### src/rtl/lfrs_pkg.sv
// shared types and constants of the lowest-free-room scheduler
package lfrs_pkg;

  localparam int MAX_ROOMS_DEF = 16;  // built room count
  localparam int IN_TIME_W     = 40;  // meeting times on the input side
  localparam int TIME_W        = 48;  // scheduled times and busy-until times
  localparam int CNT_W         = 16;  // per-room use count
  localparam int ROOM_W        = 4;   // room index fields on the output side
  localparam int RC_W          = 5;   // room_count register
  localparam logic [RC_W-1:0] RC_RESET = RC_W'(16);

  localparam int IN_DATA_W  = 2 * IN_TIME_W;
  localparam int OUT_DATA_W = 2 * ROOM_W + 2 * TIME_W;

  typedef enum logic [2:0] {
    ST_IDLE,
    ST_SCAN,
    ST_DRAIN,
    ST_UPDATE,
    ST_TALLY,
    ST_TDRAIN,
    ST_EMIT
  } state_e;

  // controller to datapath
  typedef struct packed {
    logic load;         // capture the input beat, restart the scan
    logic scan_rd;      // issue a room read and step the room index
    logic tally;        // current pass looks at use counts
    logic update;       // write the chosen room, latch the result
    logic tally_start;  // restart the room index for the count pass
    logic clear_rooms;  // drop every room back to its empty state
    logic emit;         // move the result into the output register
  } cmd_t;

  // datapath to controller
  typedef struct packed {
    logic at_last;      // room index sits on the last room in use
    logic out_free;     // output register can take a result
    logic last_item;    // captured beat closes the batch
  } status_t;

endpackage

### src/rtl/lowest_free_room_scheduler_top.sv
// top level of the lowest-free-room meeting scheduler
//
//  channel   dir  handshake                  payload
//  s_axis    in   tvalid/tready              tdata: meeting_start, meeting_end; tlast: last
//  m_axis    out  tvalid/tready              tdata: room, start, end, busiest; tuser: delayed;
//                                            tlast: batch_done
//  cfg       in   cfg_we_i (no wait)         cfg_wdata_i: room_count
//
// a meeting passes these steps from one input beat to the next:
// an accept, a read of each room in use, a drain, an update and a hand-off.
// the beat that closes a batch adds a use-count pass over the rooms in use.
// the room scan runs through the single read port of the room tables.
// reset clears all rooms at once through per-room valid bits; no clearing pass.
// a stalled output holds the finished result in the output register; the next
// beat is taken meanwhile and waits only at hand-off.
module lowest_free_room_scheduler_top #(
  parameter int MAX_ROOMS = lfrs_pkg::MAX_ROOMS_DEF
) (
  input  logic                               clk_i,
  input  logic                               rst_ni,
  // configuration
  input  logic                               cfg_we_i,
  input  logic [lfrs_pkg::RC_W-1:0]          cfg_wdata_i,   // room_count
  // meetings in
  input  logic                               s_axis_tvalid,
  output logic                               s_axis_tready,
  input  logic [lfrs_pkg::IN_DATA_W-1:0]     s_axis_tdata,  // meeting_start, meeting_end
  input  logic                               s_axis_tlast,  // last_meeting
  // schedule out
  output logic                               m_axis_tvalid,
  input  logic                               m_axis_tready,
  // assigned_room, actual_start, actual_end, busiest_room
  output logic [lfrs_pkg::OUT_DATA_W-1:0]    m_axis_tdata,
  output logic                               m_axis_tuser,  // was_delayed
  output logic                               m_axis_tlast   // batch_done
);
  import lfrs_pkg::*;

  localparam int IdxW = (MAX_ROOMS > 1) ? $clog2(MAX_ROOMS) : 1;

  logic [RC_W-1:0] room_count_q;
  logic [IdxW-1:0] last_idx;

  cmd_t    cmd;
  status_t sts;

  logic [ROOM_W-1:0] assigned_room;
  logic [TIME_W-1:0] actual_start;
  logic [TIME_W-1:0] actual_end;
  logic [ROOM_W-1:0] busiest_room;

  // room_count register
  always_ff @(posedge clk_i or negedge rst_ni) begin
    if (!rst_ni) begin
      room_count_q <= RC_RESET;
    end else if (cfg_we_i) begin
      room_count_q <= cfg_wdata_i;
    end
  end

  // last room index scanned: zero rooms act as one, too many clamp to the built count
  always_comb begin
    priority if (room_count_q == '0) begin
      last_idx = '0;
    end else if (int'(room_count_q) > MAX_ROOMS) begin
      last_idx = IdxW'(MAX_ROOMS - 1);
    end else begin
      last_idx = IdxW'(room_count_q - 1'b1);
    end
  end

  lfrs_ctrl u_ctrl (
    .clk_i      (clk_i),
    .rst_ni     (rst_ni),
    .in_valid_i (s_axis_tvalid),
    .in_ready_o (s_axis_tready),
    .sts_i      (sts),
    .cmd_o      (cmd)
  );

  lfrs_dp #(.MAX_ROOMS(MAX_ROOMS)) u_dp (
    .clk_i           (clk_i),
    .rst_ni          (rst_ni),
    .cmd_i           (cmd),
    .sts_o           (sts),
    .last_idx_i      (last_idx),
    .meeting_start_i (s_axis_tdata[IN_TIME_W-1:0]),
    .meeting_end_i   (s_axis_tdata[IN_DATA_W-1:IN_TIME_W]),
    .last_meeting_i  (s_axis_tlast),
    .out_valid_o     (m_axis_tvalid),
    .out_ready_i     (m_axis_tready),
    .assigned_room_o (assigned_room),
    .actual_start_o  (actual_start),
    .actual_end_o    (actual_end),
    .was_delayed_o   (m_axis_tuser),
    .busiest_room_o  (busiest_room),
    .batch_done_o    (m_axis_tlast)
  );

  assign m_axis_tdata = {busiest_room, actual_end, actual_start, assigned_room};

endmodule

### src/rtl/lfrs_ram.sv
// generic single-port-write ram with registered read
module lfrs_ram #(
  parameter int WIDTH = 8,
  parameter int DEPTH = 16
) (
  input  logic                                clk_i,
  input  logic                                we_i,
  input  logic [((DEPTH > 1) ? $clog2(DEPTH) : 1)-1:0] waddr_i,
  input  logic [WIDTH-1:0]                    wdata_i,
  input  logic [((DEPTH > 1) ? $clog2(DEPTH) : 1)-1:0] raddr_i,
  output logic [WIDTH-1:0]                    rdata_o
);

  logic [WIDTH-1:0] mem_q [DEPTH];
  logic [WIDTH-1:0] rdata_q;

  always_ff @(posedge clk_i) begin
    if (we_i) begin
      mem_q[waddr_i] <= wdata_i;
    end
    rdata_q <= mem_q[raddr_i];
  end

  assign rdata_o = rdata_q;

endmodule

### src/rtl/lfrs_ctrl.sv
// sequencing state machine of the scheduler
module lfrs_ctrl (
  input  logic             clk_i,
  input  logic             rst_ni,
  input  logic             in_valid_i,
  output logic             in_ready_o,
  input  lfrs_pkg::status_t sts_i,
  output lfrs_pkg::cmd_t   cmd_o
);
  import lfrs_pkg::*;

  state_e state_q, state_d;

  always_ff @(posedge clk_i or negedge rst_ni) begin
    if (!rst_ni) begin
      state_q <= ST_IDLE;
    end else begin
      state_q <= state_d;
    end
  end

  always_comb begin
    state_d    = state_q;
    cmd_o      = '0;
    in_ready_o = 1'b0;
    unique case (state_q)
      ST_IDLE: begin
        in_ready_o = 1'b1;
        if (in_valid_i) begin
          cmd_o.load = 1'b1;
          state_d    = ST_SCAN;
        end
      end
      ST_SCAN: begin
        cmd_o.scan_rd = 1'b1;
        if (sts_i.at_last) begin
          state_d = ST_DRAIN;
        end
      end
      ST_DRAIN: begin
        state_d = ST_UPDATE;
      end
      ST_UPDATE: begin
        cmd_o.update = 1'b1;
        if (sts_i.last_item) begin
          cmd_o.tally_start = 1'b1;
          state_d           = ST_TALLY;
        end else begin
          state_d = ST_EMIT;
        end
      end
      ST_TALLY: begin
        cmd_o.tally   = 1'b1;
        cmd_o.scan_rd = 1'b1;
        if (sts_i.at_last) begin
          state_d = ST_TDRAIN;
        end
      end
      ST_TDRAIN: begin
        cmd_o.tally       = 1'b1;
        cmd_o.clear_rooms = 1'b1;
        state_d           = ST_EMIT;
      end
      ST_EMIT: begin
        if (sts_i.out_free) begin
          cmd_o.emit = 1'b1;
          state_d    = ST_IDLE;
        end
      end
      default: begin
        state_d = ST_IDLE;
      end
    endcase
  end

endmodule

### src/rtl/lfrs_dp.sv
// room tables, scan trackers, update arithmetic and output register
module lfrs_dp #(
  parameter int MAX_ROOMS = lfrs_pkg::MAX_ROOMS_DEF
) (
  input  logic                                clk_i,
  input  logic                                rst_ni,
  input  lfrs_pkg::cmd_t                      cmd_i,
  output lfrs_pkg::status_t                   sts_o,
  input  logic [((MAX_ROOMS > 1) ? $clog2(MAX_ROOMS) : 1)-1:0] last_idx_i,
  input  logic [lfrs_pkg::IN_TIME_W-1:0]      meeting_start_i,
  input  logic [lfrs_pkg::IN_TIME_W-1:0]      meeting_end_i,
  input  logic                                last_meeting_i,
  output logic                                out_valid_o,
  input  logic                                out_ready_i,
  output logic [lfrs_pkg::ROOM_W-1:0]         assigned_room_o,
  output logic [lfrs_pkg::TIME_W-1:0]         actual_start_o,
  output logic [lfrs_pkg::TIME_W-1:0]         actual_end_o,
  output logic                                was_delayed_o,
  output logic [lfrs_pkg::ROOM_W-1:0]         busiest_room_o,
  output logic                                batch_done_o
);
  import lfrs_pkg::*;

  localparam int IdxW = (MAX_ROOMS > 1) ? $clog2(MAX_ROOMS) : 1;

  // captured beat
  logic [TIME_W-1:0]    start_q;
  logic [IN_TIME_W-1:0] dur_q;
  logic                 last_q;

  // scan index and read pipeline
  logic [IdxW-1:0] idx_q;
  logic            chk_vld_q;
  logic [IdxW-1:0] chk_idx_q;

  // per-room valid bits, cleared by reset and at batch end
  logic [MAX_ROOMS-1:0] valid_q;

  // trackers
  logic              found_q;
  logic [IdxW-1:0]   free_idx_q;
  logic [CNT_W-1:0]  free_cnt_q;
  logic [TIME_W-1:0] min_q;
  logic [IdxW-1:0]   min_idx_q;
  logic [CNT_W-1:0]  min_cnt_q;
  logic [CNT_W-1:0]  most_q;
  logic [IdxW-1:0]   busiest_q;

  // result waiting for the output register
  logic [IdxW-1:0]   res_room_q;
  logic [TIME_W-1:0] res_start_q;
  logic [TIME_W-1:0] res_end_q;
  logic              res_delayed_q;

  // output register
  logic              out_valid_q;
  logic [ROOM_W-1:0] out_room_q;
  logic [TIME_W-1:0] out_start_q;
  logic [TIME_W-1:0] out_end_q;
  logic              out_delayed_q;
  logic [ROOM_W-1:0] out_busiest_q;
  logic              out_done_q;

  logic [TIME_W-1:0] busy_rd;
  logic [CNT_W-1:0]  cnt_rd;
  logic [TIME_W-1:0] busy_eff;
  logic [CNT_W-1:0]  cnt_eff;
  logic              entry_ok;

  logic [IdxW-1:0]   pick;
  logic [TIME_W-1:0] sel_start;
  logic [CNT_W-1:0]  sel_cnt;
  logic [TIME_W:0]   end_sum;
  logic [TIME_W-1:0] new_end;
  logic [CNT_W-1:0]  new_cnt;
  logic              out_free;

  lfrs_ram #(.WIDTH(TIME_W), .DEPTH(MAX_ROOMS)) u_busy_ram (
    .clk_i   (clk_i),
    .we_i    (cmd_i.update),
    .waddr_i (pick),
    .wdata_i (new_end),
    .raddr_i (idx_q),
    .rdata_o (busy_rd)
  );

  lfrs_ram #(.WIDTH(CNT_W), .DEPTH(MAX_ROOMS)) u_cnt_ram (
    .clk_i   (clk_i),
    .we_i    (cmd_i.update),
    .waddr_i (pick),
    .wdata_i (new_cnt),
    .raddr_i (idx_q),
    .rdata_o (cnt_rd)
  );

  // a room never written since the last clear reads as empty
  assign entry_ok = valid_q[chk_idx_q];
  assign busy_eff = entry_ok ? busy_rd : '0;
  assign cnt_eff  = entry_ok ? cnt_rd : '0;

  assign pick      = found_q ? free_idx_q : min_idx_q;
  assign sel_start = found_q ? start_q : min_q;
  assign sel_cnt   = found_q ? free_cnt_q : min_cnt_q;
  assign end_sum   = {1'b0, sel_start} + (TIME_W + 1)'(dur_q);
  assign new_end   = end_sum[TIME_W] ? '1 : end_sum[TIME_W-1:0];
  assign new_cnt   = (sel_cnt == '1) ? sel_cnt : sel_cnt + 1'b1;

  assign out_free = !out_valid_q || out_ready_i;

  assign sts_o.at_last   = (idx_q == last_idx_i);
  assign sts_o.out_free  = out_free;
  assign sts_o.last_item = last_q;

  // control state
  always_ff @(posedge clk_i or negedge rst_ni) begin
    if (!rst_ni) begin
      idx_q       <= '0;
      chk_vld_q   <= 1'b0;
      valid_q     <= '0;
      out_valid_q <= 1'b0;
    end else begin
      if (cmd_i.load || cmd_i.tally_start) begin
        idx_q <= '0;
      end else if (cmd_i.scan_rd && !sts_o.at_last) begin
        idx_q <= idx_q + 1'b1;
      end
      chk_vld_q <= cmd_i.scan_rd;
      if (cmd_i.clear_rooms) begin
        valid_q <= '0;
      end else if (cmd_i.update) begin
        valid_q[pick] <= 1'b1;
      end
      if (cmd_i.emit) begin
        out_valid_q <= 1'b1;
      end else if (out_ready_i) begin
        out_valid_q <= 1'b0;
      end
    end
  end

  // payload
  always_ff @(posedge clk_i) begin
    chk_idx_q <= idx_q;
    if (cmd_i.load) begin
      start_q    <= TIME_W'(meeting_start_i);
      dur_q      <= (meeting_end_i > meeting_start_i) ?
                    meeting_end_i - meeting_start_i : '0;
      last_q     <= last_meeting_i;
      found_q    <= 1'b0;
      free_idx_q <= '0;
      free_cnt_q <= '0;
      min_q      <= '1;
      min_idx_q  <= '0;
      min_cnt_q  <= '0;
      most_q     <= '0;
      busiest_q  <= '0;
    end else if (chk_vld_q && !cmd_i.tally) begin
      if (!found_q && (busy_eff <= start_q)) begin
        found_q    <= 1'b1;
        free_idx_q <= chk_idx_q;
        free_cnt_q <= cnt_eff;
      end
      if ((chk_idx_q == '0) || (busy_eff < min_q)) begin
        min_q     <= busy_eff;
        min_idx_q <= chk_idx_q;
        min_cnt_q <= cnt_eff;
      end
    end else if (chk_vld_q && cmd_i.tally) begin
      if (cnt_eff > most_q) begin
        most_q    <= cnt_eff;
        busiest_q <= chk_idx_q;
      end
    end
    if (cmd_i.update) begin
      res_room_q    <= pick;
      res_start_q   <= sel_start;
      res_end_q     <= new_end;
      res_delayed_q <= !found_q;
    end
    if (cmd_i.emit) begin
      out_room_q    <= ROOM_W'(res_room_q);
      out_start_q   <= res_start_q;
      out_end_q     <= res_end_q;
      out_delayed_q <= res_delayed_q;
      out_busiest_q <= last_q ? ROOM_W'(busiest_q) : '0;
      out_done_q    <= last_q;
    end
  end

  assign out_valid_o     = out_valid_q;
  assign assigned_room_o = out_room_q;
  assign actual_start_o  = out_start_q;
  assign actual_end_o    = out_end_q;
  assign was_delayed_o   = out_delayed_q;
  assign busiest_room_o  = out_busiest_q;
  assign batch_done_o    = out_done_q;

endmodule

### config.mk
export PLATFORM = sky130hd
export DESIGN_NAME = lowest_free_room_scheduler_top
export DESIGN_NICKNAME = d
export VERILOG_FILES = /design/src/rtl/lfrs_pkg.sv /design/src/rtl/lowest_free_room_scheduler_top.sv /design/src/rtl/lfrs_ram.sv /design/src/rtl/lfrs_ctrl.sv /design/src/rtl/lfrs_dp.sv
export SDC_FILE = /design/constraint.sdc
export NUM_CORES = 2
export LEC_CHECK = 0
export ABC_AREA = 1
export BUFFER_PORTS_ARGS = -buffer_cell sky130_fd_sc_hd__buf_2
export CAP_MARGIN = 5
export CORE_UTILIZATION = 40
export DETAILED_ROUTE_END_ITERATION = 16
export GPL_ROUTABILITY_DRIVEN = 0
export GPL_TIMING_DRIVEN = 1
export HOLD_SLACK_MARGIN = 0.03
export PLACE_DENSITY_LB_ADDON = 0.08
export SLEW_MARGIN = 20
export SYNTH_ARGS = -nofsm -noshare
export SYNTH_HDL_FRONTEND = slang
export SYNTH_SLANG_ARGS = --single-unit
### constraint.sdc
create_clock -name clk_i -period 11.85 [get_ports clk_i]
set_clock_uncertainty 0.05 [all_clocks]
set_input_delay 2.37 -clock clk_i [delete_from_list [all_inputs] [get_ports clk_i]]
set_output_delay 2.37 -clock clk_i [all_outputs]
set_load 0.01 [all_outputs]
== Word level (Yosys, flattened, before mapping) ==
Memory sizes are Yosys's and may differ from the RTL's. A register that Yosys moved wholly into a read port is not among the register bits.
Index checks and enable logic that the tools add are counted.

* Muxes and demuxes: 37
* Order comparisons: 8
* Reductions and logical operators: 24
* $add $sub $neg: 5
* Equal/unequal tests: 12
* Bitwise operators: 2

{| class="wikitable"
|+ Operators by type and width
! kind !! count
|-
| $mux W48 || 3
|-
| $mux W16 || 5
|-
| $add A48 B40 Y49 || 1
|-
| $le A48 B40 Y1 || 1
|-
| $lt A48 B48 Y1 || 1
|-
| $gt A40 B40 Y1 || 1
|-
| $sub A40 B40 Y40 || 1
|-
| $pmux W3 S7 || 1
|-
| $mux W4 || 5
|-
| $add A16 B1 Y16 const B || 1
|-
| $eq A16 B16 Y1 const B || 1
|-
| $gt A16 B16 Y1 || 1
|-
| $or A16 B16 Y16 || 1
|-
| $mux W1 || 15
|-
| $mux W3 || 4
|-
| $lt A4 B5 Y1 const B || 2
|-
| $eq A3 B3 Y1 const B || 3
|-
| $eq A3 B2 Y1 const B || 2
|-
| $ne A2 B1 Y1 const B || 3
|-
| $reduce_bool A2 Y1 || 3
|-
| $gt A5 B5 Y1 const B || 1
|-
| $logic_and A1 B1 Y1 || 5
|-
| $logic_not A5 Y1 || 1
|-
| $add A4 B1 Y4 const B || 1
|-
| other kinds (17) || 25
|}

* RAM bits: 1,024
* Output and inout bits: 108
* Register bits: 431
* Input port bits: 91
* Memories: 2

{| class="wikitable"
|+ Memories
! name !! words !! bits a word !! rd ports !! clocked after Yosys merged registers in !! write ports !! RTL line !! text
|-
| u_dp.u_busy_ram.mem_q || 16 || 48 || 1 || 1 || 1 || lfrs_ram.sv:14 || <nowiki>logic [WIDTH-1:0] mem_q [DEPTH];</nowiki>
|-
| u_dp.u_cnt_ram.mem_q || 16 || 16 || 1 || 1 || 1 || lfrs_ram.sv:14 ||
|}

== Logic depth before layout (Yosys ltp) ==
* Depth in word-level cells: 8
* Gate-level depth with buffers: 28
* Depth with buffers taken out: 25

== Hierarchy ==
A second synthesis with hierarchy kept.

* Cells, all modules: 7,028
* Area total of the unflattened synthesis: 69,455.4 sq um

{| class="wikitable"
|+ Modules (own cells, without submodules)
! module !! cells an instance !! area an instance (sq um) !! instances !! sequential area each (sq um)
|-
| lfrs_ram at u_dp.u_busy_ram || 3,165 || 33,931.3 || 1 || 24,023.0
|-
| lfrs_dp || 2,706 || 23,508.8 || 1 || 11,461.0
|-
| lfrs_ram at u_dp.u_cnt_ram || 1,074 || 11,380.9 || 1 || 8,007.7
|-
| lfrs_ctrl || 45 || 339.1 || 1 || 75.1
|-
| lowest_free_room_scheduler_top || 38 || 295.3 || 1 || 126.4
|}

== Least setup slack after synthesis ==
Ideal clock, no wire load.

* Path type: register to register
* From: register u_ctrl.state_q[2]
* To: memory u_dp.u_busy_ram.mem_q[13][0] (netlist bit) (enable)
* Library setup time: 487 ps
* Data required time: 11,313 ps
* Period minus slack after synthesis: 9,306 ps
* Path slack: 2,544 ps
* Cell stages (with the launch flop): 6
* Data arrival time: 8,769 ps
* Path through: dfrtp_1 inv_1 nand2_1 nor2_1 nand3_1 nor2_1

* Cells in the longest elaborated chain, start to end: 4

{| class="wikitable"
|+ Ends and longest elaborated chain
! what !! RTL line !! text
|-
| start: declaration || lfrs_ctrl.sv:12 || <nowiki>state_e state_q, state_d;</nowiki>
|-
| start signal: assignment || lfrs_ctrl.sv:18 || <nowiki>state_q <= state_d;</nowiki>
|-
| $eq A3 B2 Y1 || lfrs_ctrl.sv:26 || <nowiki>unique case (state_q)</nowiki>
|-
| $mux W2 || lfrs_ctrl.sv:26 ||
|-
| $mux W1 || lfrs_ram.sv:18 || <nowiki>if (we_i) begin</nowiki>
|-
| $mux W1 (implied by the code) || lfrs_ram.sv:19 || <nowiki>mem_q[waddr_i] <= wdata_i;</nowiki>
|-
| end: declaration || lfrs_ram.sv:14 ||
|}

Every way passes these cells.

== Final worst setup path ==
* From: register u_dp.found_q
* To: memory u_dp.u_busy_ram.mem_q[1][20] (netlist bit) (data pin)

* Cells in the longest elaborated chain, start to end: 3

{| class="wikitable"
|+ Ends and longest elaborated chain
! what !! RTL line !! text
|-
| start: declaration || lfrs_dp.sv:40 || <nowiki>logic found_q;</nowiki>
|-
| start signal: assignment || lfrs_dp.sv:149 || <nowiki>found_q <= 1'b0;</nowiki>
|-
| start signal: assignment || lfrs_dp.sv:159 || <nowiki>found_q <= 1'b1;</nowiki>
|-
| $mux W48 || lfrs_dp.sv:102 || <nowiki>assign sel_start = found_q ? start_q : min_q;</nowiki>
|-
| named net u_dp.sel_start[35] || lfrs_dp.sv:71 || <nowiki>logic [TIME_W-1:0] sel_start;</nowiki>
|-
| $add A48 B40 Y49 || lfrs_dp.sv:104 || <nowiki>assign end_sum = {1'b0, sel_start} + (TIME_W + 1)'(dur_q);</nowiki>
|-
| $mux W48 || lfrs_dp.sv:105 || <nowiki>assign new_end = end_sum[TIME_W] ? '1 : end_sum[TIME_W-1:0];</nowiki>
|-
| named net u_dp.new_end[20] || lfrs_dp.sv:74 || <nowiki>logic [TIME_W-1:0] new_end;</nowiki>
|}

The timed path passes the listed nets, and every way through them passes these cells.

==> impl_metrics.toml <==
[synth]
synth-seq-cells = 1519
syn_nets = 5862
synth-edff-count = 1312
avgSynthCellArea_um2 = 11.5
async_reset_ff_share_pct = 1.97
yosysUniqueCellTypes = 57
ys.flop_type = "edfxtp_1"
syn_area_mm2 = 0.0643
syn_inst = 5585
ys_warn_count = 0
yosysSeqAreaShare_pct = 68.0

[worst_setup_path]
critPathKind = "reg2reg"
cp.required_ps = 12070
cp-start-kind = "flop"
cp-end-kind = "flop"
cp_max_fo = 71
crit_arrival_ps = 5890

[timing]
setup_violations = 0
fmax_mhz = 176
rsz0062_at_grt = "no"
finalMaxSlewViolations = 0
final.setup.tns_ps = 0
hold_viol_final = 0
worst_slew_pin_slew_ps = 1250
period_minus_slack_ps = 5680
maxSlewHeadroom_pct = 15.6
finalWorstSetupSlack_ps = 6170
final_min_period_over_clock_period_pct = 47.9

[routing]
vias = 43700
drc = 0
antenna_left = 0
drt-total-wl_mm = 198
wl_per_cell_um = 24.8
drt_iter0_drc = 4291
vias_per_cell = 5.47
drtPass1Iterations = 6

[clock_tree]
clk_path_buf_depth = 3
cts_max_level = 4
cts.clk_slew.worst_paths_ps = 60
numCtsBuffers = 166
clk_root_buffer_cell = "clkbuf_16"
cts_hold_buffers = 0
cts_sinks = 1519
postCtsSetupBuffers = 0
postCtsResizedCells = 0
clk_latency_ps = 800
cts_tree = "done"

[global_routing]
grt_max_degree = 167
antenna_found_initial = 5
grt_pass1_vias = 41400
grtUsageTotal_pct = 24.0
grt_pass1_wl_mm = 285
grt-ovfl-total = 0

[die]
die_w_um = 403
chipHeight_um = 403
placementRows = 146
num_io_pins = 199
core_area_mm2 = 0.159
start_util_pct = 40.4
die_area_mm2 = 0.162

[finish]
final_common_cell = "edfxtp_1"
instances_no_fill = 7977
drive_gt1_share_pct = 10.7
syn2layout_area_growth_pct = 13.7
nNetsFinal = 6036
design_area_mm2 = 0.0730
layout_common_cells = "edfxtp_1 (1312), nand2_1 (907), nor2_1 (519), o21ai_0 (503), inv_1 (420)"

[place]
dp_hpwl_mm = 118
pre_cts_ws_ps = 5940
place.port_buffers = 198
dp_cells = 7663
placed_cell_area_mm2 = 0.0676

[power_and_ir_drop]
seqPwrFrac_pct = 38.6
p_per_area_mw_per_mm2 = 303
p_leak_uw = 0.0272
internal-power_uw = 13100
swShare_pct = 40.7
ir_drop_v = 0.000210
p_clk_share_pct = 23.3
power_frac_comb_pct = 38.1
p_switching_uw = 9010

[min_path]
hold_path_class = "reg2reg"

[run_status]
outcome = "finished clean"

[job]
max_cap_violations = 0
==> power groups by stage <==
stage	sequential [µW]	combinational, µW	clock, µW
2_1_floorplan	8470	5200	0
5_1_grt	8610	9250	5470
3_5_place_dp	8660	8400	0
6_report	8540	8430	5160
4_1_cts	8550	8430	5270
3_3_place_gp	8650	8340	0
==> cells by family (layout without fill, tap and decap cells) <==
logic type / Yosys count / after routing / share of synthesized area [%]
AOI/OAI and AO/OA: 1200 / 1200 / 10.6
xor gates and xnor gates: 53 / 53 / 0.722
adders and majority gates: 186 / 186 / 3.65
buffers and inverters: 699 / 1017 / 4.26
DFF: 1519 / 1519 / 68.0
muxes: 8 / 8 / 0.125
other: 0 / 2 / 0
and+or+nand+nor: 1920 / 1920 / 12.6
==> through the flow <==
stage / total power [µW] / hold slack (ps) / utilization, %
finish: 22100 / 362 / 46.0
global route: 23300 / 371 / 46.0
CTS: 22300 / 363 / 45.9
detailed placement: 17100 / 355 / 42.5
global placement: 17000 / 353 / 42.5
floorplan: 13700 / 295 / -
==> cells in the mapped netlist (11+ instances only) <==
master       n  area, µm²
a21o_1      11       82.6
a21oi_1    381       1910
a221oi_1    76        666
a31oi_1     26        163
buf_2       24        120
buf_4       11       82.6
clkbuf_1   222        833
dfrtp_1     29        726
dfxtp_1    177       3540
edfxtp_1  1312      39400
ha_1       184       2300
inv_1      424       1590
nand2_1    909       3410
nand3_1    288       1440
nand3_2     27        270
nand4_1     76        475
nor2_1     540       2030
nor3_1      26        130
o21a_1      17        128
o21ai_0    504       2520
o221ai_1    54        473
o22ai_1     88        551
or2_2       25        156
xnor2_1     13        114
xor2_1      40        350
==> flip-flops by register name, indices dropped and copies added, names as in the netlist, 5 cells and up <==
name and count:
u_dp.u_busy_ram.mem_q 768, u_dp.u_cnt_ram.mem_q 256, u_dp.actual_end_o 48, u_dp.actual_start_o 48, u_dp.min_q 48, u_dp.res_end_q 48, u_dp.res_start_q 48, u_dp.u_busy_ram.rdata_o 48
u_dp.dur_q 40, u_dp.start_q 40, u_dp.free_cnt_q 16, u_dp.min_cnt_q 16, u_dp.most_q 16, u_dp.u_cnt_ram.rdata_o 16, u_dp.valid_q 16, room_count_q 5
==> final cells by class <==
cell class / count / area, µm²
flip-flops and latches: 1519 / 43700
repair buffers: 276 / 1600
well taps: 2072 / 2590
inverters: 429 / 1630
fillers: 14700 / 85900
diodes: 2 / 5.00
multi-input cells: 3367 / 18100
clock buffers: 223 / 4540
clock inverters: 89 / 901
==> final timing paths <==
path,from,to,slack (ps),cells past startpoint
hold / removal,u_dp.res_start_q[17]$_DFFE_PP_,u_dp.actual_start_o[17]$_DFFE_PP_,360,0
setup reg to reg,u_dp.found_q$_SDFFE_PP0P_,u_dp.u_busy_ram.mem_q[1][20]$_DFFE_PP_,6170,12
max in group asynchronous,rst_ni,u_dp.idx_q[2]$_DFFE_PN0P_,9530,1
min in group asynchronous,rst_ni,room_count_q[3]$_DFFE_PN0P_,1620,1
setup / recovery,u_dp.found_q$_SDFFE_PP0P_,u_dp.u_busy_ram.mem_q[1][20]$_DFFE_PP_,6170,12
hold reg to reg,u_dp.res_start_q[17]$_DFFE_PP_,u_dp.actual_start_o[17]$_DFFE_PP_,360,0
==> layer usage <==
metal	vias to the layer above	GRT usage [%]	part of all wire [%]
met1	21700	34.1	45
met5	-	0.624	0.070
met4	2	7.25	2.8
met3	279	4.28	6.0
li1	20300	-	-
met2	1316	37.5	46
==> worst max-delay path: stages (launching register included) <==
cell and delay, ps:
dfxtp_4 400, buf_4 550, o21ai_0 390, ha_1 480
a21oi_1 310, a21boi_0 530, o21ai_0 190, a31oi_1 190
nand3_1 290, a21o_1 310, nand2_2 120, buf_4 470
nand3_1 780
(Power assumes the default switching activity.)
